[src/pcm16_pkg.sv]
package pcm16_pkg;

  localparam int unsigned SAMPLE_W = 16;
  localparam int unsigned WORD_W = 32;
  localparam int unsigned SLOT_W = 3;

  // Register indexes.
  localparam logic [1:0] REG_CONTAINER = 2'd0;
  localparam logic [1:0] REG_FLOAT = 2'd1;
  localparam logic [1:0] REG_VALID = 2'd2;
  localparam logic [1:0] REG_REORDER = 2'd3;

  // One converted word passed from the front part to the back part.
  typedef struct packed {
    logic [SAMPLE_W-1:0] sample;
    logic                block_end;
    logic                reorder;
  } conv_word_t;

  // AC3 order FL FC FR BL BR LF to WAVE order FL FR FC LF BL BR.
  function automatic logic [SLOT_W-1:0] pick_slot(input logic [SLOT_W-1:0] k);
    logic [SLOT_W-1:0] p;
    case (k)
      3'd0: p = 3'd0;
      3'd1: p = 3'd2;
      3'd2: p = 3'd1;
      3'd3: p = 3'd5;
      3'd4: p = 3'd3;
      default: p = 3'd4;
    endcase
    return p;
  endfunction

endpackage

[src/pcm_sample_to_16bit_converter_core.sv]
// An accepted input word passes the conversion register, queue and output register to give its
// result word; in surround mode the first word of a frame follows the frame's sixth input.
// Throughput: one word per cycle in pass-through mode unless out_tready stalls the output;
// a six-word surround frame is collected, then emitted through the single output register.
// Reset (rst_n, synchronous, active low) empties the queue, clears the frame slot and
// loads the registers with 2 bytes, integer mode, 16 valid bits, no reordering.
module pcm_sample_to_16bit_converter_core
  import pcm16_pkg::*;
(
  input  logic        clk,
  input  logic        rst_n,
  input  logic        in_tvalid,
  output logic        in_tready,
  input  logic [31:0] in_tdata,  // sample_word[31:0]
  input  logic        in_tlast,  // block_end
  output logic        out_tvalid,
  input  logic        out_tready,
  output logic [15:0] out_tdata, // sample_out[15:0]
  output logic        out_tlast, // run_last
  output logic        out_tuser, // block_end_out
  input  logic        cfg_valid,
  output logic        cfg_ready,
  input  logic [1:0]  cfg_index,
  input  logic [31:0] cfg_data
);

  logic [2:0] cb_r;
  logic       fm_r;
  logic [5:0] vb_r;
  logic       ro_r;
  logic       cv_valid;
  logic       cv_ready;
  conv_word_t cv_data;
  logic       q_valid;
  logic       q_ready;
  conv_word_t q_data;

  assign cfg_ready = 1'b1;

  always_ff @(posedge clk) begin
    if (!rst_n) begin
      cb_r <= 3'd2;
      fm_r <= 1'b0;
      vb_r <= 6'd16;
      ro_r <= 1'b0;
    end else if (cfg_valid) begin
      unique case (cfg_index)
        REG_CONTAINER: cb_r <= cfg_data[2:0];
        REG_FLOAT: fm_r <= cfg_data[0];
        REG_VALID: vb_r <= cfg_data[5:0];
        REG_REORDER: ro_r <= cfg_data[0];
        default: ;
      endcase
    end
  end

  pcm16_conv u_conv (
    .clk(clk), .rst_n(rst_n),
    .in_valid(in_tvalid), .in_ready(in_tready), .in_word(in_tdata), .in_end(in_tlast),
    .container_bytes(cb_r), .float_mode(fm_r), .valid_bits(vb_r),
    .reorder_surround(ro_r),
    .q_valid(cv_valid), .q_ready(cv_ready), .q_data(cv_data)
  );

  pcm16_fifo u_fifo (
    .clk(clk), .rst_n(rst_n),
    .wr_valid(cv_valid), .wr_ready(cv_ready), .wr_data(cv_data),
    .rd_valid(q_valid), .rd_ready(q_ready), .rd_data(q_data)
  );

  pcm16_emit u_emit (
    .clk(clk), .rst_n(rst_n),
    .q_valid(q_valid), .q_ready(q_ready), .q_data(q_data),
    .out_valid(out_tvalid), .out_ready(out_tready),
    .out_sample(out_tdata), .out_last(out_tlast), .out_end(out_tuser)
  );

endmodule

[src/pcm16_conv.sv]
module pcm16_conv
  import pcm16_pkg::*;
(
  input  logic               clk,
  input  logic               rst_n,
  input  logic               in_valid,
  output logic               in_ready,
  input  logic [WORD_W-1:0]  in_word,
  input  logic               in_end,
  input  logic [2:0]         container_bytes,
  input  logic               float_mode,
  input  logic [5:0]         valid_bits,
  input  logic               reorder_surround,
  output logic               q_valid,
  input  logic               q_ready,
  output conv_word_t         q_data
);

  logic       valid_r;
  conv_word_t data_r;
  conv_word_t data_nxt;

  logic [7:0]  fexp;
  logic [23:0] mant;
  logic [8:0]  sh;
  logic [39:0] fixd;
  logic [16:0] mag;
  logic [15:0] fres;
  logic [2:0]  cb;
  logic [5:0]  bits;
  logic [5:0]  vb;
  logic [5:0]  drop;
  logic [31:0] raw;
  logic [31:0] msk;
  logic [31:0] shr;
  logic [15:0] ires;

  // Float: value*32768 = mant * 2^(exp-150+15). Keep one fraction bit for rounding.
  always_comb begin
    fexp = in_word[30:23];
    mant = {(fexp != 8'd0), in_word[22:0]};
    fixd = '0;
    mag = '0;
    sh = 9'd0;
    if (fexp == 8'hFF) begin
      if (in_word[22:0] != 23'd0) fres = 16'd0;
      else fres = in_word[31] ? 16'h8000 : 16'h7FFF;
    end else if (fexp >= 8'd127) begin
      // A magnitude of one or more saturates to the 16-bit limits (-1.0 maps exactly to 16'h8000).
      fres = in_word[31] ? 16'h8000 : 16'h7FFF;
    end else begin
      // fixd holds value*32768*2 (one fraction bit) in bits below.
      if (fexp >= 8'd134) begin
        sh = 9'(fexp) - 9'd134;
        fixd = 40'(mant) << sh[3:0];
      end else begin
        sh = 9'd134 - 9'(fexp);
        fixd = (sh > 9'd39) ? 40'd0 : (40'(mant) >> sh[5:0]);
      end
      mag = 17'((fixd + 40'd1) >> 1);
      if (in_word[31]) fres = (mag >= 17'd32768) ? 16'h8000 : 16'(-mag);
      else fres = (mag >= 17'd32767) ? 16'h7FFF : mag[15:0];
    end
  end

  always_comb begin
    cb = container_bytes;
    if (cb == 3'd0) cb = 3'd1;
    if (cb > 3'd4) cb = 3'd4;
    bits = {cb, 3'b000};
    vb = (valid_bits > bits) ? bits : valid_bits;
    drop = bits - vb;
    raw = (cb == 3'd4) ? in_word : (in_word & ((32'd1 << bits) - 32'd1));
    msk = (drop == 6'd32) ? 32'd0 : ~((32'd1 << drop) - 32'd1);
    shr = (raw & msk) >> (bits - 6'd16);
    if (cb == 3'd1) ires = {in_word[7] ^ 1'b1, in_word[6:0], 8'h00};
    else ires = shr[15:0];
  end

  always_comb begin
    data_nxt.sample = float_mode ? fres : ires;
    data_nxt.block_end = in_end;
    data_nxt.reorder = reorder_surround;
  end

  assign in_ready = !valid_r || q_ready;
  assign q_valid = valid_r;
  assign q_data = data_r;

  always_ff @(posedge clk) begin
    if (!rst_n) begin
      valid_r <= 1'b0;
    end else if (in_ready) begin
      valid_r <= in_valid;
    end
    if (in_ready && in_valid) begin
      data_r <= data_nxt;
    end
  end

endmodule

[src/pcm16_fifo.sv]
module pcm16_fifo
  import pcm16_pkg::*;
(
  input  logic       clk,
  input  logic       rst_n,
  input  logic       wr_valid,
  output logic       wr_ready,
  input  conv_word_t wr_data,
  output logic       rd_valid,
  input  logic       rd_ready,
  output conv_word_t rd_data
);

  conv_word_t mem_r [2];
  logic       wp_r;
  logic       rp_r;
  logic [1:0] cnt_r;
  logic       wr;
  logic       rd;

  assign wr_ready = (cnt_r != 2'd2);
  assign rd_valid = (cnt_r != 2'd0);
  assign rd_data = mem_r[rp_r];
  assign wr = wr_valid && wr_ready;
  assign rd = rd_valid && rd_ready;

  always_ff @(posedge clk) begin
    if (!rst_n) begin
      wp_r <= 1'b0;
      rp_r <= 1'b0;
      cnt_r <= 2'd0;
    end else begin
      if (wr) wp_r <= !wp_r;
      if (rd) rp_r <= !rp_r;
      cnt_r <= cnt_r + 2'(wr) - 2'(rd);
    end
    if (wr) mem_r[wp_r] <= wr_data;
  end

endmodule

[src/pcm16_emit.sv]
module pcm16_emit
  import pcm16_pkg::*;
(
  input  logic                clk,
  input  logic                rst_n,
  input  logic                q_valid,
  output logic                q_ready,
  input  conv_word_t          q_data,
  output logic                out_valid,
  input  logic                out_ready,
  output logic [SAMPLE_W-1:0] out_sample,
  output logic                out_last,
  output logic                out_end
);

  logic [SAMPLE_W-1:0] frame_r [6];
  logic [SLOT_W-1:0]   slot_r;
  logic                burst_r;
  logic [SLOT_W-1:0]   k_r;
  logic                bend_r;
  logic                valid_r;
  logic [SAMPLE_W-1:0] samp_r;
  logic                last_r;
  logic                end_r;
  logic                oreg_free;
  logic                take;

  assign oreg_free = !valid_r || out_ready;
  assign q_ready = !burst_r && (oreg_free || (q_data.reorder && slot_r != 3'd5));
  assign take = q_valid && q_ready;

  assign out_valid = valid_r;
  assign out_sample = samp_r;
  assign out_last = last_r;
  assign out_end = end_r;

  always_ff @(posedge clk) begin
    if (!rst_n) begin
      slot_r <= '0;
      burst_r <= 1'b0;
      k_r <= '0;
      valid_r <= 1'b0;
    end else begin
      if (burst_r) begin
        if (oreg_free) begin
          valid_r <= 1'b1;
          k_r <= k_r + 3'd1;
          if (k_r == 3'd5) burst_r <= 1'b0;
        end
      end else if (take && !q_data.reorder) begin
        slot_r <= '0;
        valid_r <= 1'b1;
      end else begin
        if (oreg_free) valid_r <= 1'b0;
        if (take) begin
          if (slot_r != 3'd5) begin
            slot_r <= slot_r + 3'd1;
          end else begin
            slot_r <= '0;
            burst_r <= 1'b1;
            k_r <= '0;
          end
        end
      end
    end
    if (take) begin
      frame_r[slot_r] <= q_data.sample;
      bend_r <= q_data.block_end;
      if (!q_data.reorder) begin
        samp_r <= q_data.sample;
        last_r <= 1'b1;
        end_r <= q_data.block_end;
      end
    end
    if (burst_r && oreg_free) begin
      samp_r <= frame_r[pick_slot(k_r)];
      last_r <= (k_r == 3'd5);
      end_r <= bend_r;
    end
  end

  a_slot_range: assert property (@(posedge clk) disable iff (!rst_n) slot_r <= 3'd5)
    else $error("frame slot out of range");
  a_no_take_burst: assert property (@(posedge clk) disable iff (!rst_n) burst_r |-> !take)
    else $error("word taken during frame burst");
  a_burst_end: assert property (@(posedge clk) disable iff (!rst_n)
    (burst_r && oreg_free && k_r == 3'd5) |=> !burst_r && out_last)
    else $error("frame burst did not finish with last");

endmodule
[config.mk]
export PLATFORM = sky130hd
export DESIGN_NAME = pcm_sample_to_16bit_converter_core
export DESIGN_NICKNAME = d
export VERILOG_FILES = /design/src/pcm16_pkg.sv /design/src/pcm_sample_to_16bit_converter_core.sv /design/src/pcm16_conv.sv /design/src/pcm16_fifo.sv /design/src/pcm16_emit.sv
export SDC_FILE = /design/constraint.sdc
export NUM_CORES = 1
export LEC_CHECK = 0
export ABC_AREA = 0
export BUFFER_PORTS_ARGS = -buffer_cell sky130_fd_sc_hd__buf_4
export CAP_MARGIN = 20
export CORE_ASPECT_RATIO = 0.7
export CORE_MARGIN = 8
export CORE_UTILIZATION = 30
export CTS_CLUSTER_DIAMETER = 200
export DETAILED_ROUTE_END_ITERATION = 16
export PLACE_DENSITY = 0.51
export SLEW_MARGIN = 20
export SYNTH_ARGS = -nofsm -noshare
export SYNTH_HDL_FRONTEND = slang
export SYNTH_SLANG_ARGS = --single-unit
[constraint.sdc]
create_clock -name clk -period 6.2 [get_ports clk]
set_clock_uncertainty 0.15 [all_clocks]
set_input_delay 0 -clock clk [delete_from_list [all_inputs] [get_ports clk]]
set_output_delay 0 -clock clk [all_outputs]
set_load 0.05 [all_outputs]
==> impl_metrics.csv, run 1 <==
group,metric,value,unit
run_status,status,"complete, no violations",
placed_design,dp.final_hpwl,28800,µm
worst_hold_path,hp-class,"input pin to flip-flop",
power_and_ir_drop,clkPwrFrac,25.1,%
timing,hold_viol,0,
placed_design,gpl.final_weighted_congestion,0.950,
synth,post_synth_main_area_contributors,"edfxtp_1, mux4_2, mux2i_1",
synth,synth.lib_cells_used.distinct,112,
die,top_level_ports,93,
worst_setup_path,crit_path_max_fanout,12,
final_layout,area_delta_synth_final,14.4,%
global_routing,groute.usage.overall,15.4,%
worst_setup_path,crit_path_end_kind,"flip-flop",
power_and_ir_drop,p_seq_share,41.4,%
synth,synthesis.yosys.warnings,0,
routing,drt.antenna.violating_nets,0,
worst_setup_path,worstSetupPathType,"flip-flop to flip-flop",
synth,synth-seq-cells,194,
placed_design,buffer_ports.inserted,65,
global_routing,grt_pass1_vias,9994,
worst_hold_path,worstHoldStart,"in_tdata[30]",
global_routing,antenna_found_initial,0,
power_and_ir_drop,max-vdd-ir-drop,177,µV
worst_setup_path,worst_ep_arrival_time,5.75,ns
synth,netlist_instances,1201,
die,die-height,191,µm
timing,rsz0062_at_grt,"no",
final_layout,fillerInstances,4333,
global_routing,grt_max_degree,54,
timing,finalCriticalPeriod,5.72,ns
timing,tightest_slew,1.05,ns
worst_setup_path,reg2reg_depth,22,
worst_setup_path,r2r_end,"u_conv.q_data[16]$_DFFE_PP_",
power_and_ir_drop,internal_power,0.00279,W
clock_tree,max-clock-path-buffers,2,
final_layout,finish.cell_count_without_fillers,1871,
placed_design,number_of_placed_cells_counting_well_taps,1816,
timing,maxClockFrequency,175,MHz
routing,detail_route.vias_per_cell,5.58,
timing,setup_total_negative_slack,0,ns
timing,slew_headroom,29.4,%
power_and_ir_drop,total_leakage_power,5.24,nW
routing,drt-wirelength-per-cell,21.3,µm
routing,drt_iter0_drc,1088,
placed_design,dpl_cell_area,0.0142,mm²
final_layout,layout.cell_area.non_filler,0.0150,mm²
synth,synth-edff-count,169,
synth,syn_area,0.0131,mm²
routing,routed-via-count,10400,
timing,timing.final.max_slew_violations,0,
global_routing,grt_overflow,0,
worst_setup_path,ff2ff_setup_slack,0.48,ns
worst_setup_path,crit-reg2reg-launch,"cb_r[2]$_SDFFE_PN0P_",
synth,synth_nets,1294,
synth,ys_seq_area_share,42.5,%
power_and_ir_drop,switching_share,35.0,%
final_layout,count_of_inserted_antenna_diode_cells,0,
final_layout,nets,1358,
clock_tree,cts_tree,"yes",
die,die-area,0.0508,mm²
die,core-area,0.0435,mm²
die,initial_utilization,30.2,%
final_layout,layout-drive-gt1-share,22.8,%
worst_setup_path,setup.worst_path.start_class,"flip-flop",
clock_tree,numCtsBuffers,17,
synth,synth_area_leader,"edfxtp_1",
power_and_ir_drop,power.total,0.00429,W
synth,syn_avg_cell_area,10.9,µm²
clock_tree,clk_pin_slew_worst_paths,0.07,ns
synth,synth_flop_cell,"edfxtp_1",
clock_tree,cts_root_buffer,"clkbuf_16",
timing,final-setup-viol-count,0,
worst_setup_path,crit_required,6.23,ns
routing,post-route-drc-count,0,
timing,final.period_utilization,92.3,%
power_and_ir_drop,power.combinational.fraction,33.5,%
timing,final_hold_slack,0.0283,ns
worst_hold_path,worstHoldEndpoint,"u_conv.q_data[17]$_DFFE_PP_",
synth,async_flop_share,0,%
flow_run,drv_cap,0,
clock_tree,cts.sink_count,194,
routing,drt_wl_total,39900,µm
clock_tree,post-cts-setup-buffer-count,0,
power_and_ir_drop,net-switching-power,0.00150,W
worst_hold_path,min_path_cells,4,
routing,firstDrtPassIters,5,
power_and_ir_drop,p_per_area,285,mW/mm²
clock_tree,cts.htree.levels,4,
global_routing,grt_pass1_wl,61600,µm
synth,synth_largest_type_area_fraction,38.6,%
die,dieWidth,266,µm
die,fp-row-count,64,
clock_tree,clock_insertion_delay_worst_skew,0.43,ns
==> per-stage QoR <==
| step | util (%) | worst slack [ns] |
|---|---|---|
| 6_report | 34.6 | 0.475 |
| 5_1_grt | 34.6 | 0.0145 |
| 4_1_cts | 34.5 | 0.467 |
| 3_5_place_dp | 32.6 | 0.480 |
| 3_3_place_gp | 32.6 | 0.550 |
| 2_1_floorplan | - | 0.875 |
==> cell usage after synthesis, types with 5 or more instances <==
cell type,n
o31ai_1,9
nor2_1,83
mux2i_1,52
nor3_1,28
o21a_1,8
nor4_1,11
nand4_1,14
o22ai_1,6
clkbuf_1,44
and2_1,13
or2_2,5
a221oi_1,7
xor2_1,14
nand2_1,102
clkbuf_8,5
mux2_2,45
nand3b_1,11
a21boi_0,11
nand3_1,41
xnor2_1,18
buf_6,8
and3_1,9
o21ai_1,5
mux4_2,40
dfxtp_1,25
ha_1,21
nor2b_1,20
or3_1,12
a211oi_1,10
a32oi_1,8
o211ai_1,10
a22oi_1,7
nand2b_1,7
o2111ai_1,8
inv_1,23
a31oi_1,8
nor3b_1,7
a21oi_1,83
edfxtp_1,169
buf_4,9
o31a_1,8
buf_2,8
o21ai_0,50
==> how the worst max path moves through the flow <==
stage	cells after the start	end	slack, ns	start
detailed placement	22	u_conv.q_data[16]$_DFFE_PP_	0.48	cb_r[2]$_SDFFE_PN0P_
CTS	22	u_conv.q_data[16]$_DFFE_PP_	0.47	cb_r[2]$_SDFFE_PN0P_
finish	22	u_conv.q_data[16]$_DFFE_PP_	0.48	cb_r[2]$_SDFFE_PN0P_
global route	22	u_conv.q_data[8]$_DFFE_PP_	0.01	cb_r[2]$_SDFFE_PN0P_
global placement	20	u_conv.q_data[15]$_DFFE_PP_	0.55	cb_r[2]$_SDFFE_PN0P_
floorplan	23	u_conv.q_data[8]$_DFFE_PP_	0.87	cb_r[2]$_SDFFE_PN0P_
==> cell families after synthesis <==
kind of cell	count (synthesis)	share of synthesized area, %
flops	194	42.5
compound gates	301	16.7
other cells	1	0.0286
fa+ha+maj	21	2.00
mux	139	15.1
xor+xnor	40	3.21
simple gates	401	16.1
buf+inv	104	4.39
==> power by group through the flow <==
stage	logic, W	registers, W	clock network [W]
5_1_grt	0.00155	0.00179	0.00116
4_1_cts	0.00142	0.00178	0.00111
6_report	0.00144	0.00177	0.00108
3_5_place_dp	0.00140	0.00180	0
2_1_floorplan	0.000909	0.00186	0
3_3_place_gp	0.00140	0.00180	0
==> cells in the final DEF (no fill, tap or decap), types with 10 or more instances in the layout <==
| cell | n |
|---|---|
| nand2_1 | 102 |
| o211ai_1 | 10 |
| a21boi_0 | 11 |
| a21oi_1 | 83 |
| or3_1 | 12 |
| dlygate4sd3_1 | 23 |
| edfxtp_1 | 169 |
| clkbuf_16 | 17 |
| nor3_1 | 28 |
| nor2b_1 | 20 |
| a211oi_1 | 10 |
| mux2i_1 | 51 |
| mux4_2 | 40 |
| nand3_1 | 41 |
| mux2_2 | 45 |
| ha_1 | 21 |
| nand3b_1 | 11 |
| buf_4 | 98 |
| nand4_1 | 14 |
| xnor2_1 | 18 |
| xor2_1 | 14 |
| nor2_1 | 81 |
| o21ai_0 | 49 |
| inv_1 | 23 |
| and2_1 | 13 |
| nor4_1 | 10 |
| dfxtp_1 | 25 |
==> worst max-delay path: stages (launching register included) <==
cell and delay [ns]:
dfxtp_1 0.55, nor2_1 0.12, inv_2 0.20, ha_1 0.28
nor2b_1 0.14, o21a_1 0.19, nor2_1 0.21, nor2_1 0.14
mux2i_1 0.14, ha_1 0.30, o31a_1 0.15, or2_2 0.36
nand3_1 0.13, o31a_1 0.36, nor2_1 0.13, nand3_1 0.10
ha_1 0.40, o31ai_1 0.30, xnor2_1 0.21, o21ai_0 0.34
mux2i_1 0.18, a31o_2 0.28, o31a_1 0.10
==> routing by layer <==
metal	GRT usage [%]	routed length [µm]	vias up
met1	23.5	19900	5193
li1	-	-	4786
met5	0	0	-
met2	21.6	16200	429
met3	3.98	3420	34
met4	3.07	391	0
==> what timing repair did <==
action | 4_1_cts | 5_1_grt
hold endpoints to repair | 30 | 0
endpoints found under the setup margin | 0 | 1
gates resized for setup | 0 | 1
hold buffers | 23 | 0
==> cell type report <==
cell class                      count  area, µm²  share of cell area (%)
Sequential cell                   194       5580                    37.1
Tap cell                          594        743                    4.95
Clock buffer                       17        425                    2.83
Timing Repair Buffer              122        993                    6.61
Clock inverter                     14        145                   0.966
Inverter                           27        101                   0.674
Multi-Input combinational cell    903       7050                    46.9
==> flip-flops by register name (all words and copies together) (netlist names), 2 cells and up, named ones only <==
register           cells
u_fifo.mem_r          36
vb_r                   6
u_fifo.cnt_r           2
u_conv.q_data         18
u_emit.slot_r          3
cb_r                   3
u_emit.frame_r        96
u_emit.out_sample     16
u_emit.k_r             3
Note: power is estimated with default switching activity, not from simulation.
==> inputs of run 2 (changes only) <==
Settings changed: CORE_UTILIZATION 30 to 62, PLACE_DENSITY 0.51 to 0.88.
==> impl_metrics.csv, run 2 (synthesis gave the netlist of run 1 again) <==
group,metric,value,unit
global_routing,grt_overflow,0,
placed_design,buffer_ports.inserted,65,
timing,tightest_slew,1.08,ns
die,die-area,0.0262,mm²
power_and_ir_drop,total_leakage_power,5.24,nW
global_routing,grt_pass1_wl,60900,µm
final_layout,count_of_inserted_antenna_diode_cells,0,
final_layout,layout.cells.most_common_list,"edfxtp_1, nand2_1, buf_4",
clock_tree,max-clock-path-buffers,2,
worst_setup_path,ff2ff_setup_slack,0.63,ns
timing,final-setup-viol-count,0,
routing,firstDrtPassIters,6,
worst_setup_path,r2r_end,"u_conv.q_data[8]$_DFFE_PP_",
routing,wl_met2,17300,µm
routing,drt.antenna.violating_nets,0,
routing,met1_length,15600,µm
power_and_ir_drop,max-vdd-ir-drop,233,µV
worst_setup_path,crit_required,6.22,ns
die,fp-row-count,44,
timing,slew_headroom,27.1,%
routing,detailed_route_wirelength_on_metal3,5590,µm
timing,final.period_utilization,89.8,%
global_routing,groute.usage.overall,30.0,%
routing,detail_route.vias_per_cell,7.19,
routing,routed-via-count,11200,
timing,maxClockFrequency,180,MHz
final_layout,final_common_cell,"edfxtp_1",
timing,finalCriticalPeriod,5.57,ns
clock_tree,cts_resized,0,
clock_tree,post-cts-setup-buffer-count,0,
die,dieWidth,190,µm
final_layout,largest_register_ffs,96,
final_layout,largest-register,"u_emit.frame_r",
placed_design,dp.final_hpwl,26300,µm
routing,drt_iter0_drc,1896,
run_status,status,"complete, no violations",
clock_tree,clock_insertion_delay_worst_skew,0.44,ns
final_layout,fillerInstances,1361,
timing,hold_viol,0,
placed_design,gpl.final_weighted_congestion,1.03,
worst_setup_path,crit-reg2reg-launch,"cb_r[0]$_SDFFE_PN0P_",
die,top_level_ports,93,
worst_hold_path,hp-class,"input pin to flip-flop",
worst_setup_path,crit_path_end_kind,"flip-flop",
final_layout,layout-drive-gt1-share,22.7,%
worst_setup_path,crit_path_max_fanout,12,
worst_setup_path,reg2reg_depth,20,
timing,rsz0062_at_grt,"no",
worst_setup_path,setup.worst_path.start_class,"flip-flop",
timing,setup_total_negative_slack,0,ns
clock_tree,cts_root_buffer,"clkbuf_16",
clock_tree,cts.sink_count,194,
worst_setup_path,timing.critical_path.to,"u_conv.q_data[8]$_DFFE_PP_",
clock_tree,numCtsBuffers,17,
power_and_ir_drop,power.total,0.00436,W
global_routing,grt_pass1_vias,10600,
worst_setup_path,worstSetupPathType,"flip-flop to flip-flop",
clock_tree,clk_pin_slew_worst_paths,0.08,ns
flow_run,drv_cap,0,
die,initial_utilization,63.3,%
die,core-area,0.0208,mm²
worst_setup_path,worst_ep_arrival_time,5.59,ns
die,die-height,138,µm
global_routing,antenna_found_initial,0,
routing,drt_wl_total,39500,µm
final_layout,area_delta_synth_final,11.6,%
routing,highest-signal-layer,"met4",
power_and_ir_drop,p_per_area,298,mW/mm²
worst_setup_path,timing.critical_path.from,"cb_r[0]$_SDFFE_PN0P_",
routing,post-route-drc-count,0,
routing,drt-wirelength-per-cell,25.3,µm
clock_tree,cts.htree.levels,4,
clock_tree,cts_tree,"yes",
global_routing,grt_max_degree,55,
final_layout,nets,1361,
timing,timing.final.max_slew_violations,0,
-- run 2: changes by cell type in the layout (fill, tap and decap cells not counted), sizes merged --
cell,delta
clkinv,+1
inv,-2
buf,-1
dlygate4sd3,+4
clkinvlp,+2
-- run 2: worst min path at each step --
| stage | startpoint | endpoint | cells past startpoint |
|---|---|---|---|
| floorplan | in_tlast | u_conv.q_data[1]$_DFFE_PP_ | 0 |
| global placement | in_tlast | u_conv.q_data[1]$_DFFE_PP_ | 1 |
| detailed placement | in_tlast | u_conv.q_data[1]$_DFFE_PP_ | 1 |
| CTS | in_tdata[30] | u_conv.q_data[17]$_DFFE_PP_ | 4 |
| global route | in_tdata[30] | u_conv.q_data[17]$_DFFE_PP_ | 4 |
| finish | in_tdata[4] | u_conv.q_data[14]$_DFFE_PP_ | 4 |
-- run 2: area by class of cell --
class	instances	area, µm²	area share (%)
Tap cell	276	345	2.36
Inverter	27	101	0.692
Timing Repair Buffer	125	1010	6.92
Clock buffer	17	425	2.90
Clock inverter	15	148	1.01
Multi-Input combinational cell	903	7040	48.1
Sequential cell	194	5580	38.0
-- run 2: per-layer routing --
layer / track usage [%] / vias to the layer above
li1: - / 4791
met1: 40.8 / 5383
met2: 45.4 / 901
met3: 10.2 / 117
met4: 7.92 / 0
met5: 0 / -
-- run 2: through the flow --
step,instances,hold slack (ns),setup WS [ns],util [%],cell area [µm²]
floorplan,1201,-0.0511,0.875,-,13100
global placement,1497,0.0311,0.813,66.4,13800
detailed placement,1497,0.0324,0.759,66.4,13800
CTS,1556,0.00888,0.727,70.5,14600
global route,1557,0.0528,0.183,70.6,14700
finish,1557,0.0531,0.631,70.6,14700
-- run 2: what timing repair did --
item,CTS,global route
hold buffers,27,0
hold endpoints to repair,35,0
setup endpoints to repair,0,0
-- run 2: worst max-delay path, stage by stage, from the launching register on --
cell and delay, ns:
dfxtp_1 0.58, inv_1 0.12, a21oi_1 0.15, buf_4 0.16, ha_1 0.14, nor2b_1 0.05, o21a_1 0.20, nor2_1 0.22
nor2_1 0.14, mux2i_1 0.14, ha_1 0.30, o31a_1 0.14, or2_2 0.35, o31a_1 0.31, buf_4 0.17, o31ai_1 0.78
xnor2_1 0.21, o21ai_0 0.36, inv_1 0.07, a221oi_1 0.46, a21oi_1 0.09
-- run 2: power by group --
part / total, W / switching (W) / internal [W]
clock network: 0.00109 / 0.000522 / 0.000567
logic: 0.00148 / 0.000945 / 0.000539
registers: 0.00179 / 0.0000978 / 0.00169
total: 0.00436 / 0.00156 / 0.00280
